**config.mk**
```make
export PLATFORM = sky130hd
export DESIGN_NAME = pcm_clip_resampling_player
export DESIGN_NICKNAME = d
export VERILOG_FILES = /design/src/design/pcrp_pkg.sv /design/src/design/pcrp_div.sv /design/src/design/pcrp_datapath.sv /design/src/design/pcrp_ctrl.sv /design/src/design/pcm_clip_resampling_player.sv
export SDC_FILE = /design/constraint.sdc
export NUM_CORES = 2
export LEC_CHECK = 0
export ABC_AREA = 1
export BUFFER_PORTS_ARGS = -buffer_cell sky130_fd_sc_hd__clkbuf_2
export CAP_MARGIN = 10
export CORE_MARGIN = 2
export CORE_UTILIZATION = 60
export CTS_BUF_LIST = sky130_fd_sc_hd__clkbuf_4 sky130_fd_sc_hd__clkbuf_8 sky130_fd_sc_hd__clkbuf_16
export DETAILED_ROUTE_END_ITERATION = 8
export PLACE_DENSITY = 0.77
export RECOVER_POWER = 100
export SLEW_MARGIN = 10
export SYNTH_ARGS = -nofsm -noshare
export SYNTH_HDL_FRONTEND = slang
export SYNTH_HIERARCHICAL = 1
export SYNTH_SLANG_ARGS = --single-unit
```
**constraint.sdc**
```tcl
create_clock -name clk -period 11.5 [get_ports clk]
set_clock_uncertainty 0.05 [all_clocks]
set_input_delay 2.875 -clock clk [delete_from_list [all_inputs] [get_ports clk]]
set_output_delay 2.875 -clock clk [all_outputs]
set_load 0.01 [all_outputs]
```
**src/design/pcrp_pkg.sv**
```systemverilog
`timescale 1ns / 1ps
`default_nettype none
// ----------------------------------------------------------------------------
// PCM clip player package
// Shared constants, codes and the command/status bundles between the
// controller and the datapath.
// ----------------------------------------------------------------------------
package pcrp_pkg;

    localparam int unsigned OUT_RATE        = 16000;
    localparam int unsigned RELEASE_SAMPLES = OUT_RATE * 8 / 1000;
    localparam int unsigned MAX_SAMPLES     = 16000000;
    localparam int unsigned MIN_RATE        = 4000;
    localparam int unsigned MAX_RATE        = 48000;
    localparam int unsigned FADE_MAX        = 96;
    localparam int unsigned FADE_LIMIT      = 288;
    localparam int unsigned SMOOTH_K        = 196608;
    localparam int unsigned MIX_GAIN        = 15000;
    localparam int unsigned FULL_DIV_ITERS  = 38;
    localparam int unsigned FRAC_DIV_ITERS  = 16;
    // rate * 65536 / OUT_RATE = (rate * 512) / 125; ceil(2^32 / 125) makes
    // the multiply-and-shift exact for any 16-bit rate
    localparam int unsigned PHASE_RECIP     = 34359739;

    localparam logic REG_VOLUME  = 1'b0;
    localparam logic REG_ENABLED = 1'b1;

    typedef enum logic [1:0] {
        KIND_PLAY   = 2'd0,
        KIND_CANCEL = 2'd1,
        KIND_TICK   = 2'd2,
        KIND_NOP    = 2'd3
    } kind_t;

    typedef enum logic [3:0] {
        MUL_NONE,
        MUL_XA2,
        MUL_XR2,
        MUL_SA,
        MUL_SR,
        MUL_WAVE,
        MUL_ENV,
        MUL_GAIN15,
        MUL_REL,
        MUL_V2,
        MUL_V3
    } mul_op_t;

    typedef enum logic [1:0] {
        DIV_PHASE,
        DIV_DUR,
        DIV_FRAC_A,
        DIV_FRAC_R
    } div_op_t;

    typedef enum logic [4:0] {
        S_IDLE,
        S_DECODE,
        S_PLAY,
        S_CANCEL,
        S_ST_DUR,
        S_ST_DUR_W,
        S_T_FA,
        S_T_FA_W,
        S_T_FR,
        S_T_FR_W,
        S_T_M1,
        S_T_M2,
        S_T_M3,
        S_T_M4,
        S_T_M5,
        S_T_M6,
        S_T_M7,
        S_T_M8,
        S_T_M9,
        S_T_M10,
        S_T_M11,
        S_T_M12,
        S_T_M13,
        S_T_UPD,
        S_FIN
    } state_t;

    typedef struct packed {
        logic    item_load;
        logic    play_exec;
        logic    cancel;
        logic    div_go;
        div_op_t div_op;
        mul_op_t mul_op;
        logic    gain_upd;
        logic    tick_upd;
        logic    out_load;
    } cmd_t;

    typedef struct packed {
        kind_t kind;
        logic  active;
        logic  play_start;
        logic  tick_restart;
        logic  div_done;
    } status_t;

endpackage
`default_nettype wire

```
**src/design/pcrp_div.sv**
```systemverilog
`timescale 1ns / 1ps
`default_nettype none
// ----------------------------------------------------------------------------
// PCM clip player serial divider
// Restoring division, one quotient bit per cycle, with a preset remainder
// so that fractions n/d (n < d) come out in Q0.16 directly.
// ----------------------------------------------------------------------------
module pcrp_div (
    input  wire logic        clk,
    input  wire logic        rst_n,
    input  wire logic        go,
    input  wire logic [15:0] rem_init,
    input  wire logic [37:0] dividend,
    input  wire logic [15:0] divisor,
    input  wire logic [5:0]  iters,
    output logic             done,
    output logic [37:0]      quotient
);

    logic        busy_reg, busy_next;
    logic        done_reg, done_next;
    logic [5:0]  cnt_reg, cnt_next;
    logic [15:0] rem_reg, rem_next;
    logic [15:0] dsr_reg, dsr_next;
    logic [37:0] dvd_reg, dvd_next;
    logic [37:0] q_reg, q_next;
    logic [16:0] trial;
    logic        fits;

    always_comb
    begin
        trial     = {rem_reg, dvd_reg[37]};
        fits      = trial >= {1'b0, dsr_reg};
        busy_next = busy_reg;
        done_next = 1'b0;
        cnt_next  = cnt_reg;
        rem_next  = rem_reg;
        dsr_next  = dsr_reg;
        dvd_next  = dvd_reg;
        q_next    = q_reg;
        if (go)
        begin
            busy_next = 1'b1;
            cnt_next  = iters;
            rem_next  = rem_init;
            dsr_next  = divisor;
            dvd_next  = dividend;
            q_next    = '0;
        end
        else if (busy_reg)
        begin
            rem_next = fits ? 16'(trial - {1'b0, dsr_reg}) : trial[15:0];
            q_next   = {q_reg[36:0], fits};
            dvd_next = {dvd_reg[36:0], 1'b0};
            cnt_next = cnt_reg - 6'd1;
            if (cnt_reg == 6'd1)
            begin
                busy_next = 1'b0;
                done_next = 1'b1;
            end
        end
    end

    always_ff @(posedge clk or negedge rst_n)
    begin
        if (!rst_n)
        begin
            busy_reg <= 1'b0;
            done_reg <= 1'b0;
            cnt_reg  <= '0;
        end
        else
        begin
            busy_reg <= busy_next;
            done_reg <= done_next;
            cnt_reg  <= cnt_next;
        end
    end

    always_ff @(posedge clk)
    begin
        rem_reg <= rem_next;
        dsr_reg <= dsr_next;
        dvd_reg <= dvd_next;
        q_reg   <= q_next;
    end

    assign done     = done_reg;
    assign quotient = q_reg;

endmodule
`default_nettype wire

```
**src/design/pcrp_datapath.sv**
```systemverilog
`timescale 1ns / 1ps
`default_nettype none
// ----------------------------------------------------------------------------
// PCM clip player datapath
// Clip and pending state, shared multiplier, serial divider, envelope and
// gain arithmetic, fetch address generation and the result register.
// ----------------------------------------------------------------------------
module pcrp_datapath (
    input  wire logic               clk,
    input  wire logic               rst_n,
    input  wire pcrp_pkg::cmd_t     cmd,
    output pcrp_pkg::status_t       status,
    input  wire logic               cfg_we,
    input  wire logic               cfg_index,
    input  wire logic [7:0]         cfg_data,
    input  wire logic [1:0]         kind,
    input  wire logic [31:0]        clip_base,
    input  wire logic [23:0]        clip_samples,
    input  wire logic [15:0]        clip_rate,
    input  wire logic [1:0]         clip_encoding,
    input  wire logic [1:0]         priority_req,
    input  wire logic [7:0]         sample_a,
    input  wire logic [7:0]         sample_b,
    output logic signed [15:0]      audio_out,
    output logic                    rendered,
    output logic                    accepted,
    output logic                    playing,
    output logic [31:0]             fetch_addr_a,
    output logic [31:0]             fetch_addr_b
);

    // configuration
    logic [7:0]  volume_reg;
    logic        enabled_reg;

    // captured item
    logic [1:0]  kind_reg;
    logic [31:0] base_i_reg;
    logic [23:0] len_i_reg;
    logic [15:0] rate_i_reg;
    logic [1:0]  enc_i_reg;
    logic [1:0]  prio_i_reg;
    logic [7:0]  sa_i_reg;
    logic [7:0]  sb_i_reg;

    // clip state
    logic        active_reg;
    logic [31:0] cur_base_reg;
    logic [23:0] cur_len_reg;
    logic        cur_enc_reg;
    logic [1:0]  cur_prio_reg;
    logic [39:0] phase_acc_reg;
    logic [17:0] phase_step_reg;
    logic [27:0] pos_reg;
    logic [27:0] dur_reg;
    logic [7:0]  rl_reg;
    logic [16:0] gain_reg;
    logic [15:0] st_rate_reg;
    logic        pend_valid_reg;
    logic [31:0] pend_base_reg;
    logic [23:0] pend_len_reg;
    logic [15:0] pend_rate_reg;
    logic        pend_enc_reg;
    logic [1:0]  pend_prio_reg;

    // arithmetic temporaries
    pcrp_pkg::mul_op_t p_op_reg;
    pcrp_pkg::div_op_t div_dst_reg;
    logic signed [50:0] p_reg;
    logic [16:0] fa_reg, fr_reg, x2a_reg, x2r_reg, sa_reg, sr_reg, env_reg;
    logic signed [25:0] wave_reg;
    logic signed [31:0] v1_reg, v2_reg;
    logic signed [15:0] audio_reg;
    logic        rendered_reg, accepted_reg;

    // result register
    logic signed [15:0] audio_o_reg;
    logic        rendered_o_reg, accepted_o_reg, playing_o_reg;
    logic [31:0] addr_a_o_reg, addr_b_o_reg;

    function automatic logic signed [50:0] trunc_shr(input logic signed [50:0] p,
                                                     input int unsigned k);
        logic signed [50:0] bias;
        bias = p[50] ? ((51'sd1 <<< k) - 51'sd1) : 51'sd0;
        return (p + bias) >>> k;
    endfunction

    // play validation
    logic [1:0] occupied;
    logic       ok;
    always_comb
    begin
        occupied = pend_valid_reg ? pend_prio_reg : cur_prio_reg;
        ok = enabled_reg && (len_i_reg != 24'd0)
            && ({8'd0, len_i_reg} <= 32'(pcrp_pkg::MAX_SAMPLES))
            && ({16'd0, rate_i_reg} >= 32'(pcrp_pkg::MIN_RATE))
            && ({16'd0, rate_i_reg} <= 32'(pcrp_pkg::MAX_RATE))
            && (enc_i_reg <= 2'd1)
            && !(active_reg && (prio_i_reg < occupied));
    end

    // tick end
    logic [27:0] pos_inc;
    logic        released, ended;
    assign pos_inc  = pos_reg + 28'd1;
    assign released = (rl_reg == 8'd1);
    assign ended    = released || (pos_inc >= dur_reg);

    logic start_now, start_pend;
    assign start_pend = cmd.tick_upd;
    assign start_now  = (cmd.play_exec && ok && !active_reg)
                      || (cmd.tick_upd && active_reg && ended && pend_valid_reg);

    // phase step of the starting clip: rate * 512 / 125 by reciprocal
    logic [15:0] st_rate_sel;
    logic [50:0] step_prod;
    always_comb
    begin
        st_rate_sel = start_pend ? pend_rate_reg : rate_i_reg;
        step_prod   = 51'({st_rate_sel, 9'd0}) * 51'(pcrp_pkg::PHASE_RECIP);
    end

    // envelope fade length and remaining count
    logic [16:0] third;
    logic [15:0] fade;
    logic [27:0] rem_n;
    always_comb
    begin
        third = 17'(dur_reg[8:0]) * 17'd171;
        if (dur_reg < 28'(pcrp_pkg::FADE_LIMIT))
            fade = {8'd0, third[16:9]};
        else
            fade = 16'(pcrp_pkg::FADE_MAX);
        if (fade == 16'd0)
            fade = 16'd1;
        rem_n = (pos_reg < dur_reg) ? (dur_reg - 28'd1 - pos_reg) : 28'd0;
    end

    // divider
    logic [15:0] d_rem0, d_divisor;
    logic [37:0] d_dividend;
    logic [5:0]  d_iters;
    logic        d_done;
    logic [37:0] d_q;
    always_comb
    begin
        d_rem0     = 16'd0;
        d_dividend = 38'd0;
        d_divisor  = fade;
        d_iters    = 6'(pcrp_pkg::FRAC_DIV_ITERS);
        case (cmd.div_op)
            pcrp_pkg::DIV_DUR:
            begin
                d_dividend = 38'(cur_len_reg) * 38'(pcrp_pkg::OUT_RATE)
                           + 38'(st_rate_reg) - 38'd1;
                d_divisor  = st_rate_reg;
                d_iters    = 6'(pcrp_pkg::FULL_DIV_ITERS);
            end
            pcrp_pkg::DIV_FRAC_A: d_rem0 = pos_reg[15:0];
            pcrp_pkg::DIV_FRAC_R: d_rem0 = rem_n[15:0];
            default: d_rem0 = 16'd0;
        endcase
    end

    pcrp_div u_div (
        .clk      (clk),
        .rst_n    (rst_n),
        .go       (cmd.div_go),
        .rem_init (d_rem0),
        .dividend (d_dividend),
        .divisor  (d_divisor),
        .iters    (d_iters),
        .done     (d_done),
        .quotient (d_q)
    );

    // decoded samples
    logic signed [7:0] dec_a, dec_b;
    logic signed [8:0] d_ba;
    always_comb
    begin
        dec_a = cur_enc_reg ? $signed({~sa_i_reg[7], sa_i_reg[6:0]}) : $signed(sa_i_reg);
        dec_b = cur_enc_reg ? $signed({~sb_i_reg[7], sb_i_reg[6:0]}) : $signed(sb_i_reg);
        d_ba  = 9'(dec_b) - 9'(dec_a);
    end

    // multiplier operands
    logic signed [31:0] mul_a;
    logic signed [18:0] mul_b;
    logic [17:0] smk_a, smk_r;
    logic [7:0]  rl_dec;
    always_comb
    begin
        smk_a  = 18'(pcrp_pkg::SMOOTH_K) - {fa_reg, 1'b0};
        smk_r  = 18'(pcrp_pkg::SMOOTH_K) - {fr_reg, 1'b0};
        rl_dec = rl_reg - 8'd1;
        mul_a  = 32'sd0;
        mul_b  = 19'sd0;
        case (cmd.mul_op)
            pcrp_pkg::MUL_XA2:
            begin
                mul_a = $signed({15'd0, fa_reg});
                mul_b = $signed({2'd0, fa_reg});
            end
            pcrp_pkg::MUL_XR2:
            begin
                mul_a = $signed({15'd0, fr_reg});
                mul_b = $signed({2'd0, fr_reg});
            end
            pcrp_pkg::MUL_SA:
            begin
                mul_a = $signed({15'd0, x2a_reg});
                mul_b = $signed({1'b0, smk_a});
            end
            pcrp_pkg::MUL_SR:
            begin
                mul_a = $signed({15'd0, x2r_reg});
                mul_b = $signed({1'b0, smk_r});
            end
            pcrp_pkg::MUL_WAVE:
            begin
                mul_a = 32'(d_ba);
                mul_b = $signed({3'd0, phase_acc_reg[15:0]});
            end
            pcrp_pkg::MUL_ENV:
            begin
                mul_a = $signed({15'd0, sa_reg});
                mul_b = $signed({2'd0, sr_reg});
            end
            pcrp_pkg::MUL_GAIN15:
            begin
                mul_a = 32'(wave_reg);
                mul_b = 19'(pcrp_pkg::MIX_GAIN);
            end
            pcrp_pkg::MUL_REL:
            begin
                mul_a = $signed({15'd0, env_reg});
                mul_b = $signed({11'd0, rl_dec});
            end
            pcrp_pkg::MUL_V2:
            begin
                mul_a = v1_reg;
                mul_b = $signed({2'd0, env_reg});
            end
            pcrp_pkg::MUL_V3:
            begin
                mul_a = v2_reg;
                mul_b = $signed({2'd0, gain_reg});
            end
            default:
            begin
                mul_a = 32'sd0;
                mul_b = 19'sd0;
            end
        endcase
    end

    // product post-processing
    logic signed [50:0] p_t7, p_t16, p_t32;
    logic signed [15:0] sat_out;
    logic signed [25:0] wave_sum;
    always_comb
    begin
        p_t7     = trunc_shr(p_reg, 7);
        p_t16    = trunc_shr(p_reg, 16);
        p_t32    = trunc_shr(p_reg, 32);
        wave_sum = $signed({{2{dec_a[7]}}, dec_a, 16'd0}) + p_reg[25:0];
        if (p_t32 > 51'sd32767)
            sat_out = 16'sd32767;
        else if (p_t32 < -51'sd32768)
            sat_out = -16'sd32768;
        else
            sat_out = p_t32[15:0];
    end

    // gain smoothing: target = volume*65536/255
    logic [16:0] g_target;
    logic signed [17:0] g_diff, g_step, g_sum;
    always_comb
    begin
        g_target = {1'b0, volume_reg, volume_reg} + 17'(volume_reg == 8'hFF);
        g_diff   = $signed({1'b0, g_target}) - $signed({1'b0, gain_reg});
        g_step   = (g_diff + (g_diff[17] ? 18'sd63 : 18'sd0)) >>> 6;
        g_sum    = $signed({1'b0, gain_reg}) + g_step;
    end

    // fetch addresses
    logic [23:0] len1, idx, ia, ib;
    logic [24:0] ia_inc;
    always_comb
    begin
        len1   = (cur_len_reg == 24'd0) ? 24'd1 : cur_len_reg;
        idx    = phase_acc_reg[39:16];
        ia     = (idx >= len1) ? (len1 - 24'd1) : idx;
        ia_inc = {1'b0, ia} + 25'd1;
        ib     = (ia_inc < {1'b0, len1}) ? ia_inc[23:0] : ia;
    end

    logic [16:0] frac_q;
    assign frac_q = d_q[16:0];

    always_ff @(posedge clk or negedge rst_n)
    begin
        if (!rst_n)
        begin
            volume_reg     <= 8'hFF;
            enabled_reg    <= 1'b1;
            active_reg     <= 1'b0;
            cur_base_reg   <= '0;
            cur_len_reg    <= '0;
            cur_enc_reg    <= 1'b0;
            cur_prio_reg   <= '0;
            phase_acc_reg  <= '0;
            phase_step_reg <= '0;
            pos_reg        <= '0;
            dur_reg        <= '0;
            rl_reg         <= '0;
            gain_reg       <= '0;
            st_rate_reg    <= '0;
            pend_valid_reg <= 1'b0;
            pend_base_reg  <= '0;
            pend_len_reg   <= '0;
            pend_rate_reg  <= '0;
            pend_enc_reg   <= 1'b0;
            pend_prio_reg  <= '0;
            p_op_reg       <= pcrp_pkg::MUL_NONE;
            div_dst_reg    <= pcrp_pkg::DIV_PHASE;
            rendered_reg   <= 1'b0;
            accepted_reg   <= 1'b0;
        end
        else
        begin
            if (cfg_we)
            begin
                if (cfg_index == pcrp_pkg::REG_VOLUME)
                    volume_reg <= cfg_data;
                else
                begin
                    enabled_reg <= cfg_data[0];
                    if (!cfg_data[0])
                    begin
                        pend_valid_reg <= 1'b0;
                        if (active_reg && rl_reg == 8'd0)
                            rl_reg <= 8'(pcrp_pkg::RELEASE_SAMPLES);
                    end
                end
            end

            if (cmd.item_load)
            begin
                rendered_reg <= 1'b0;
                accepted_reg <= 1'b0;
            end

            if (cmd.cancel)
            begin
                pend_valid_reg <= 1'b0;
                if (active_reg && rl_reg == 8'd0)
                    rl_reg <= 8'(pcrp_pkg::RELEASE_SAMPLES);
            end

            if (cmd.play_exec && ok)
            begin
                accepted_reg <= 1'b1;
                if (active_reg)
                begin
                    pend_valid_reg <= 1'b1;
                    pend_base_reg  <= base_i_reg;
                    pend_len_reg   <= len_i_reg;
                    pend_rate_reg  <= rate_i_reg;
                    pend_enc_reg   <= enc_i_reg[0];
                    pend_prio_reg  <= prio_i_reg;
                    if (rl_reg == 8'd0)
                        rl_reg <= 8'(pcrp_pkg::RELEASE_SAMPLES);
                end
            end

            if (cmd.tick_upd && active_reg)
            begin
                phase_acc_reg <= phase_acc_reg + {22'd0, phase_step_reg};
                pos_reg       <= pos_inc;
                if (rl_reg != 8'd0)
                    rl_reg <= rl_reg - 8'd1;
                if (ended)
                begin
                    active_reg <= 1'b0;
                    if (pend_valid_reg)
                        pend_valid_reg <= 1'b0;
                end
            end

            // new clip overrides the tick update above
            if (start_now)
            begin
                active_reg     <= 1'b1;
                cur_base_reg   <= start_pend ? pend_base_reg : base_i_reg;
                cur_len_reg    <= start_pend ? pend_len_reg : len_i_reg;
                cur_enc_reg    <= start_pend ? pend_enc_reg : enc_i_reg[0];
                cur_prio_reg   <= start_pend ? pend_prio_reg : prio_i_reg;
                st_rate_reg    <= st_rate_sel;
                phase_step_reg <= step_prod[49:32];
                phase_acc_reg  <= '0;
                pos_reg        <= '0;
                rl_reg         <= '0;
            end

            if (cmd.div_go)
                div_dst_reg <= cmd.div_op;

            if (d_done)
            begin
                case (div_dst_reg)
                    pcrp_pkg::DIV_DUR: dur_reg <= d_q[27:0];
                    default:           dur_reg <= dur_reg;
                endcase
            end

            if (cmd.gain_upd)
                gain_reg <= g_sum[16:0];

            p_op_reg <= cmd.mul_op;
            if (p_op_reg == pcrp_pkg::MUL_V3)
                rendered_reg <= 1'b1;
        end
    end

    // payload registers
    always_ff @(posedge clk)
    begin
        if (cmd.item_load)
        begin
            kind_reg   <= kind;
            base_i_reg <= clip_base;
            len_i_reg  <= clip_samples;
            rate_i_reg <= clip_rate;
            enc_i_reg  <= clip_encoding;
            prio_i_reg <= priority_req;
            sa_i_reg   <= sample_a;
            sb_i_reg   <= sample_b;
            audio_reg  <= 16'sd0;
        end

        if (d_done)
        begin
            case (div_dst_reg)
                pcrp_pkg::DIV_FRAC_A:
                    fa_reg <= ({12'd0, fade} <= pos_reg) ? 17'h10000 : frac_q;
                pcrp_pkg::DIV_FRAC_R:
                    fr_reg <= ({12'd0, fade} <= rem_n) ? 17'h10000 : frac_q;
                default: fa_reg <= fa_reg;
            endcase
        end

        p_reg <= mul_a * mul_b;

        case (p_op_reg)
            pcrp_pkg::MUL_XA2:    x2a_reg <= p_reg[32:16];
            pcrp_pkg::MUL_XR2:    x2r_reg <= p_reg[32:16];
            pcrp_pkg::MUL_SA:     sa_reg <= p_reg[32:16];
            pcrp_pkg::MUL_SR:     sr_reg <= p_reg[32:16];
            pcrp_pkg::MUL_WAVE:   wave_reg <= wave_sum;
            pcrp_pkg::MUL_ENV:    env_reg <= p_reg[32:16];
            pcrp_pkg::MUL_GAIN15: v1_reg <= p_t7[31:0];
            pcrp_pkg::MUL_REL:
            begin
                if (rl_reg != 8'd0)
                    env_reg <= p_reg[23:7];
            end
            pcrp_pkg::MUL_V2:     v2_reg <= p_t16[31:0];
            pcrp_pkg::MUL_V3:     audio_reg <= sat_out;
            default:              v2_reg <= v2_reg;
        endcase

        if (cmd.out_load)
        begin
            audio_o_reg    <= audio_reg;
            rendered_o_reg <= rendered_reg;
            accepted_o_reg <= accepted_reg;
            playing_o_reg  <= active_reg;
            addr_a_o_reg   <= active_reg ? (cur_base_reg + {8'd0, ia}) : 32'd0;
            addr_b_o_reg   <= active_reg ? (cur_base_reg + {8'd0, ib}) : 32'd0;
        end
    end

    always_comb
    begin
        status.kind         = pcrp_pkg::kind_t'(kind_reg);
        status.active       = active_reg;
        status.play_start   = ok && !active_reg;
        status.tick_restart = ended && pend_valid_reg;
        status.div_done     = d_done;
    end

    assign audio_out    = audio_o_reg;
    assign rendered     = rendered_o_reg;
    assign accepted     = accepted_o_reg;
    assign playing      = playing_o_reg;
    assign fetch_addr_a = addr_a_o_reg;
    assign fetch_addr_b = addr_b_o_reg;

endmodule
`default_nettype wire

```
**src/design/pcrp_ctrl.sv**
```systemverilog
`timescale 1ns / 1ps
`default_nettype none
// ----------------------------------------------------------------------------
// PCM clip player controller
// Sequences play, cancel and tick items through the datapath and owns the
// input and output handshakes.
// ----------------------------------------------------------------------------
module pcrp_ctrl (
    input  wire logic              clk,
    input  wire logic              rst_n,
    input  wire logic              in_valid,
    output logic                   in_stall,
    output logic                   out_valid,
    input  wire logic              out_stall,
    input  wire pcrp_pkg::status_t status,
    output pcrp_pkg::cmd_t         cmd
);

    pcrp_pkg::state_t state_reg, state_next;
    logic out_valid_reg, out_valid_next;
    logic out_free;

    assign in_stall = (state_reg != pcrp_pkg::S_IDLE);
    assign out_free = !out_valid_reg || !out_stall;

    always_ff @(posedge clk or negedge rst_n)
    begin
        if (!rst_n)
        begin
            state_reg     <= pcrp_pkg::S_IDLE;
            out_valid_reg <= 1'b0;
        end
        else
        begin
            state_reg     <= state_next;
            out_valid_reg <= out_valid_next;
        end
    end

    always_comb
    begin
        state_next     = state_reg;
        cmd            = '0;
        cmd.div_op     = pcrp_pkg::DIV_PHASE;
        cmd.mul_op     = pcrp_pkg::MUL_NONE;
        out_valid_next = out_valid_reg && out_stall;
        case (state_reg)
            pcrp_pkg::S_IDLE:
            begin
                if (in_valid)
                begin
                    cmd.item_load = 1'b1;
                    state_next    = pcrp_pkg::S_DECODE;
                end
            end
            pcrp_pkg::S_DECODE:
            begin
                case (status.kind)
                    pcrp_pkg::KIND_PLAY:   state_next = pcrp_pkg::S_PLAY;
                    pcrp_pkg::KIND_CANCEL: state_next = pcrp_pkg::S_CANCEL;
                    pcrp_pkg::KIND_TICK:
                        state_next = status.active ? pcrp_pkg::S_T_FA : pcrp_pkg::S_FIN;
                    default:               state_next = pcrp_pkg::S_FIN;
                endcase
            end
            pcrp_pkg::S_PLAY:
            begin
                cmd.play_exec = 1'b1;
                state_next    = status.play_start ? pcrp_pkg::S_ST_DUR : pcrp_pkg::S_FIN;
            end
            pcrp_pkg::S_CANCEL:
            begin
                cmd.cancel = 1'b1;
                state_next = pcrp_pkg::S_FIN;
            end
            pcrp_pkg::S_ST_DUR:
            begin
                cmd.div_go = 1'b1;
                cmd.div_op = pcrp_pkg::DIV_DUR;
                state_next = pcrp_pkg::S_ST_DUR_W;
            end
            pcrp_pkg::S_ST_DUR_W:
                if (status.div_done) state_next = pcrp_pkg::S_FIN;
            pcrp_pkg::S_T_FA:
            begin
                cmd.div_go = 1'b1;
                cmd.div_op = pcrp_pkg::DIV_FRAC_A;
                state_next = pcrp_pkg::S_T_FA_W;
            end
            pcrp_pkg::S_T_FA_W:
                if (status.div_done) state_next = pcrp_pkg::S_T_FR;
            pcrp_pkg::S_T_FR:
            begin
                cmd.div_go = 1'b1;
                cmd.div_op = pcrp_pkg::DIV_FRAC_R;
                state_next = pcrp_pkg::S_T_FR_W;
            end
            pcrp_pkg::S_T_FR_W:
                if (status.div_done) state_next = pcrp_pkg::S_T_M1;
            pcrp_pkg::S_T_M1:
            begin
                cmd.mul_op = pcrp_pkg::MUL_XA2;
                state_next = pcrp_pkg::S_T_M2;
            end
            pcrp_pkg::S_T_M2:
            begin
                cmd.mul_op = pcrp_pkg::MUL_XR2;
                state_next = pcrp_pkg::S_T_M3;
            end
            pcrp_pkg::S_T_M3:
            begin
                cmd.mul_op = pcrp_pkg::MUL_SA;
                state_next = pcrp_pkg::S_T_M4;
            end
            pcrp_pkg::S_T_M4:
            begin
                cmd.mul_op = pcrp_pkg::MUL_SR;
                state_next = pcrp_pkg::S_T_M5;
            end
            pcrp_pkg::S_T_M5:
            begin
                cmd.mul_op = pcrp_pkg::MUL_WAVE;
                state_next = pcrp_pkg::S_T_M6;
            end
            pcrp_pkg::S_T_M6:
            begin
                cmd.mul_op = pcrp_pkg::MUL_ENV;
                state_next = pcrp_pkg::S_T_M7;
            end
            pcrp_pkg::S_T_M7:
            begin
                cmd.mul_op = pcrp_pkg::MUL_GAIN15;
                state_next = pcrp_pkg::S_T_M8;
            end
            pcrp_pkg::S_T_M8:
            begin
                cmd.mul_op = pcrp_pkg::MUL_REL;
                state_next = pcrp_pkg::S_T_M9;
            end
            pcrp_pkg::S_T_M9:
            begin
                // gain moves before it scales this sample
                cmd.gain_upd = 1'b1;
                state_next   = pcrp_pkg::S_T_M10;
            end
            pcrp_pkg::S_T_M10:
            begin
                cmd.mul_op = pcrp_pkg::MUL_V2;
                state_next = pcrp_pkg::S_T_M11;
            end
            pcrp_pkg::S_T_M11:
                state_next = pcrp_pkg::S_T_M12;
            pcrp_pkg::S_T_M12:
            begin
                cmd.mul_op = pcrp_pkg::MUL_V3;
                state_next = pcrp_pkg::S_T_M13;
            end
            pcrp_pkg::S_T_M13:
                state_next = pcrp_pkg::S_T_UPD;
            pcrp_pkg::S_T_UPD:
            begin
                cmd.tick_upd = 1'b1;
                state_next   = status.tick_restart ? pcrp_pkg::S_ST_DUR : pcrp_pkg::S_FIN;
            end
            pcrp_pkg::S_FIN:
            begin
                // hold until the result register is free
                if (out_free)
                begin
                    cmd.out_load   = 1'b1;
                    out_valid_next = 1'b1;
                    state_next     = pcrp_pkg::S_IDLE;
                end
            end
            default: state_next = pcrp_pkg::S_IDLE;
        endcase
    end

    assign out_valid = out_valid_reg;

endmodule
`default_nettype wire

```
**src/design/pcm_clip_resampling_player.sv**
```systemverilog
`timescale 1ns / 1ps
`default_nettype none
// ----------------------------------------------------------------------------
// PCM clip resampling player
// Plays 8-bit PCM clips at 16 kHz with resampling, envelope and volume gain.
// ----------------------------------------------------------------------------
// Input channel (in_valid/in_stall) carries play, cancel and tick items; the
// output channel (out_valid/out_stall) returns one result per item. A tick
// carries the two bytes fetched at the addresses the previous result gave.
// Items are handled one at a time. Unused kinds, idle ticks, cancels and
// queued or refused plays need no division; a play that starts a clip runs
// one 38-step serial division; a rendering tick runs two 16-step fraction
// divisions plus a 13-step shared multiplier sequence, and one 38-step
// division more when it starts the pending clip. The next item is taken
// while a result waits in the output register; if the receiver stalls,
// the following item finishes and holds until that register frees. Reset
// clears the player to idle, volume 255, enabled. Registers must be written
// through cfg_we/cfg_index/cfg_data only while idle; the user must see to
// this, the block itself does not enforce it.
// ----------------------------------------------------------------------------
module pcm_clip_resampling_player (
    input  wire logic               clk,
    input  wire logic               rst_n,
    input  wire logic               cfg_we,
    input  wire logic               cfg_index,
    input  wire logic [7:0]         cfg_data,
    input  wire logic               in_valid,
    output logic                    in_stall,
    input  wire logic [1:0]         kind,
    input  wire logic [31:0]        clip_base,
    input  wire logic [23:0]        clip_samples,
    input  wire logic [15:0]        clip_rate,
    input  wire logic [1:0]         clip_encoding,
    input  wire logic [1:0]         priority_req,
    input  wire logic [7:0]         sample_a,
    input  wire logic [7:0]         sample_b,
    output logic                    out_valid,
    input  wire logic               out_stall,
    output logic signed [15:0]      audio_out,
    output logic                    rendered,
    output logic                    accepted,
    output logic                    playing,
    output logic [31:0]             fetch_addr_a,
    output logic [31:0]             fetch_addr_b
);

    pcrp_pkg::cmd_t    cmd;
    pcrp_pkg::status_t status;

    pcrp_ctrl u_ctrl (
        .clk       (clk),
        .rst_n     (rst_n),
        .in_valid  (in_valid),
        .in_stall  (in_stall),
        .out_valid (out_valid),
        .out_stall (out_stall),
        .status    (status),
        .cmd       (cmd)
    );

    pcrp_datapath u_dp (
        .clk           (clk),
        .rst_n         (rst_n),
        .cmd           (cmd),
        .status        (status),
        .cfg_we        (cfg_we),
        .cfg_index     (cfg_index),
        .cfg_data      (cfg_data),
        .kind          (kind),
        .clip_base     (clip_base),
        .clip_samples  (clip_samples),
        .clip_rate     (clip_rate),
        .clip_encoding (clip_encoding),
        .priority_req  (priority_req),
        .sample_a      (sample_a),
        .sample_b      (sample_b),
        .audio_out     (audio_out),
        .rendered      (rendered),
        .accepted      (accepted),
        .playing       (playing),
        .fetch_addr_a  (fetch_addr_a),
        .fetch_addr_b  (fetch_addr_b)
    );

endmodule
`default_nettype wire
```
Yosys cells after proc, flatten, opt, wreduce, memory -nomap -nowiden
Index checks and enable logic that the tools add are counted.
{"block": "totals", "reg_bits": 873, "inputBits": 108, "output_inout_bits": 85, "word_cells": 308}
{"block": "classes", "n_addsub": 24, "mul": 4, "magnitude_cmp": 15, "n_eq_ne": 61, "mux": 96, "bitwise": 3, "reduce_logical": 46}
{"op": "$pmux W32 S10", "n": 1}
{"op": "$pmux W18 S10", "n": 1}
{"op": "$mux W16", "n": 10}
{"op": "$mux W8", "n": 16}
{"op": "$pmux W5 S25", "n": 1}
{"op": "$mux W38", "n": 3}
{"op": "$mux W24", "n": 4}
{"op": "$mux W28", "n": 3}
{"op": "$mux W40", "n": 2}
{"op": "$add A32 B24 Y32", "n": 2}
{"op": "$mux W32", "n": 2}
{"op": "$le A8 B28 Y1", "n": 2}
{"op": "$add A51 B33 Y51", "n": 1}
{"op": "$mul A32 B19 Y51", "n": 1}
{"op": "$add A48 B17 Y48", "n": 1}
{"op": "$eq A5 B5 Y1 const B", "n": 9}
{"op": "$mul A16 B26 Y41 const B", "n": 1}
{"op": "$add A40 B18 Y40", "n": 1}
{"op": "$eq A5 B4 Y1 const B", "n": 8}
{"op": "$mux W5", "n": 8}
{"op": "$pmux W4 S10", "n": 1}
{"op": "$add A39 B39 Y39", "n": 1}
{"op": "$add A38 B16 Y38", "n": 1}
{"op": "$sub A38 B1 Y38 const B", "n": 1}
{"op": "68 further kinds", "n": 168}

Depth between registers and ports, before layout
{"block": "logic_depth", "word_depth": 14, "ltp_mapped": 61, "depth_no_buf": 56}

Hierarchy
The synthesis kept the hierarchy.
{"module": "pcrp_datapath", "n_inst": 1, "cells_per_inst": 9812, "area_per_inst_um2": 80380.8, "seq_area_each_um2": 20811.2}
{"module": "pcrp_div", "n_inst": 1, "cells_per_inst": 683, "area_per_inst_um2": 5843.1, "seq_area_each_um2": 3062.9}
{"module": "pcrp_ctrl", "n_inst": 1, "cells_per_inst": 143, "area_per_inst_um2": 785.8, "seq_area_each_um2": 150.1}

Worst setup path after synthesis
OpenSTA, ideal clock, no wires.
{"block": "synth_timing", "path_type": "reg-to-reg", "startpoint": "register u_ctrl.state_reg[3]", "endpoint": "register u_dp.p_reg[49]", "arrival_ns": 8.123, "t_required_ns": 11.331, "path_slack_ns": 3.208, "path_stages_with_launch": 36, "period_less_slack_ns": 8.292, "path_cell_list": "dfrtp_1 buf_6 inv_1 nand2_2 clkinv_2 nand2_1 o2111ai_1 nor2_1 inv_1 nor2_1 buf_2 buf_1 clkbuf_1 a22o_1 nor2_1 clkbuf_1 nor2_1 fa_1 inv_1 fa_1 inv_1 fa_1 inv_1 fa_1 inv_1 fa_1 fa_1 ha_1 nand2_1 nor2_1 inv_1 nor4_1 o2111ai_1 nand3_1 a31oi_1 xnor2_1"}
{"element": "from (decl)", "line_no": "pcrp_ctrl.sv:19", "source": "pcrp_pkg::state_t state_reg, state_next;"}
{"element": "from (signal assigned)", "line_no": "pcrp_ctrl.sv:30", "source": "state_reg <= pcrp_pkg::S_IDLE;"}
{"element": "from (signal assigned)", "line_no": "pcrp_ctrl.sv:35", "source": "state_reg <= state_next;"}
{"element": "to (signal assigned)", "line_no": "pcrp_datapath.sv:454", "source": "p_reg <= mul_a * mul_b;"}
{"element": "to (decl)", "line_no": "pcrp_datapath.sv:69", "source": "logic signed [50:0] p_reg;"}

==> impl_metrics.tcl <==
set metrics [dict create \
    status "complete, but fails checks" \
    violations "capacitance limit, slew limit" \
    ant_nets 0 \
    area_growth_pct 7.46 \
    die_y_um 384 \
    grt_remaining_overflow 0 \
    tightest_slew_ns 4.01 \
    cp-end-kind "flip-flop" \
    first_pass_iters 8 \
    core-area_um2 143000 \
    grt_start_max_net_pins 143 \
    critPathArrivalTime_ns 11.41 \
    min_period_ns 10.81 \
    grt_setup_unrepaired "no" \
    ys_warn_count 6 \
    drv_cap 27 \
    cts_tree "yes" \
    rows 139 \
    critPathMaxStageDelay_ns 0.78 \
    htreeDepth 3 \
    syn_avg_cell_area_um2 8.17 \
    cts_root_buf "clkbuf_16" \
    crit_slowest_cell "clkinvlp_2" \
    port_buffers 192 \
    final_hold_viol_count 0 \
    fin_area_um2 93200 \
    drive_gt1_share_pct 4.97 \
    postCtsSetupRepairBufs 0 \
    track_usage_pct 37.1 \
    fin_crit_sh_pct 94.0 \
    vias_per_cell 5.88 \
    drt-initial-drc-count 8310 \
    critPathMostFrequentCell "inv_1" \
    numCtsBuffers 99 \
    die-area_um2 148000 \
    globalRouteMet1Util_pct 53.7 \
    busiest_layer "met2" \
    synth_area_um2 86700 \
    maxSlewViolCount 1420 \
    cts_buffer_depth 3 \
    worstHoldPathCells 0 \
    largest_reg_flops 51 \
    slew_headroom_pct -167 \
    hpwlAfterDp_um 216000 \
    final_nets 12500 \
    grt_pass1_vias 73400 \
    placed_cell_area_um2 90100 \
    path_class "reg2reg" \
    r2r_cells 37 \
    setup_viol 0 \
    fmax_mhz 92.5 \
    start_kind "flip-flop" \
    whs_ns 0.374 \
    grt_use_met2_pct 55.0 \
    route.detailed.drc 0 \
    n_fill_cell 12400 \
    gp_congestion 1.04 \
    vias 75200 \
    setup_tns_ns 0 \
    wire_per_inst_um 21.4 \
    syn_inst 10600 \
    clk_pin_slew_ns 0.06 \
    grt_pass1_wl_um 424000 \
    finalWirelength_um 273000 \
    crit_fanout 31 \
    antenna_found_initial 15 \
    critPathRequiredTime_ns 12.10 \
    cts_sinks 873 \
    die_x_um 384 \
    use_met3_pct 8.71 \
    clkLatencyLatePin_ns 0.74 \
    hold_class "reg2reg" \
    initial_core_util_pct 60.4 \
    io_pins 193 \
]
[layout make-up]
class / count / area (um^2) / share of cell area [%]
Antenna cell: 6 / 15.0 / 0.0161
Clock buffer: 130 / 2840 / 3.05
Inverter: 1953 / 7340 / 7.88
Sequential cell: 873 / 23800 / 25.6
Multi-Input combinational cell: 7534 / 54500 / 58.5
Timing Repair Buffer: 316 / 1630 / 1.74
Clock inverter: 58 / 632 / 0.678
Timing Repair inverter: 1 / 5.00 / 0.00537
Tap cell: 1903 / 2380 / 2.56
[repair_timing]
item,4_1_cts,5_1_grt
hold buffers,0,0
endpoints found under the setup margin,0,19
resized for setup,0,5
[placed cells by master, fill, tap and decap left out, types with 19 or more instances in the layout]
cell type / instances
nor2_1: 877
fa_1: 780
clkbuf_2: 89
clkbuf_16: 102
a21oi_1: 628
a31oi_1: 50
nor2_2: 21
a211oi_1: 22
o21ai_0: 639
o22ai_1: 55
nand2_2: 31
a21boi_0: 21
a221oi_1: 24
buf_4: 79
nand3b_1: 32
xor2_1: 217
dfrtp_1: 312
nand3_1: 380
nand2_1: 2231
a22o_1: 32
o21a_1: 35
clkinv_1: 19
dfxtp_1: 79
or2_2: 26
o21bai_1: 23
ha_1: 792
xnor2_1: 101
inv_1: 1921
nand4_1: 118
nor3_1: 123
clkbuf_1: 145
nor4_1: 43
o211ai_1: 24
edfxtp_1: 472
[critical path, delay by kind of cell, from the launching register on]
family / cells / cell delay [ns]
adders and majority gates: 7 / 3.16
AOI/OAI and AO/OA: 9 / 2.49
DFF: 1 / 0.64
buffers and inverters: 11 / 2.24
xor gates and xnor gates: 1 / 0.13
and+or+nand+nor: 9 / 1.95
[final timing paths]
check,from,to,slack [ns]
worst max-delay path,u_ctrl/state_reg[4],u_dp/p_reg[46],0.69
worst min-delay path,u_dp/audio_reg[1],u_dp/audio_out[1],0.37
worst max register to register,u_ctrl/state_reg[4],u_dp/p_reg[46],0.69
worst min register to register,u_dp/audio_reg[1],u_dp/audio_out[1],0.37
max in group asynchronous,rst_n,u_dp/pos_reg[1],2.28
min in group asynchronous,rst_n,u_dp/pend_base_reg[9],3.27
[through the flow]
| step | utilization, % | worst slack [ns] | cells |
|---|---|---|---|
| after floorplan | - | 3.21 | 10600 |
| after detailed placement | 62.8 | 0.289 | 12600 |
| after global placement | 62.8 | 0.411 | 12600 |
| final | 64.9 | 0.693 | 12800 |
| after global routing | 64.9 | 0.133 | 12800 |
| after CTS | 65.2 | 0.161 | 12800 |
[routing by layer]
metal / up-vias / share of wire, % / routed length (um)
met1: 36100 / 42 / 115000
li1: 34500 / - / -
met2: 3928 / 43 / 116000
met3: 656 / 12 / 31700
met4: 4 / 3.8 / 10300
met5: - / 0.014 / 39
Power is left out: the tool's default activity adds up to more than one toggle a clock period on the data nets, which glitch-free logic cannot reach.
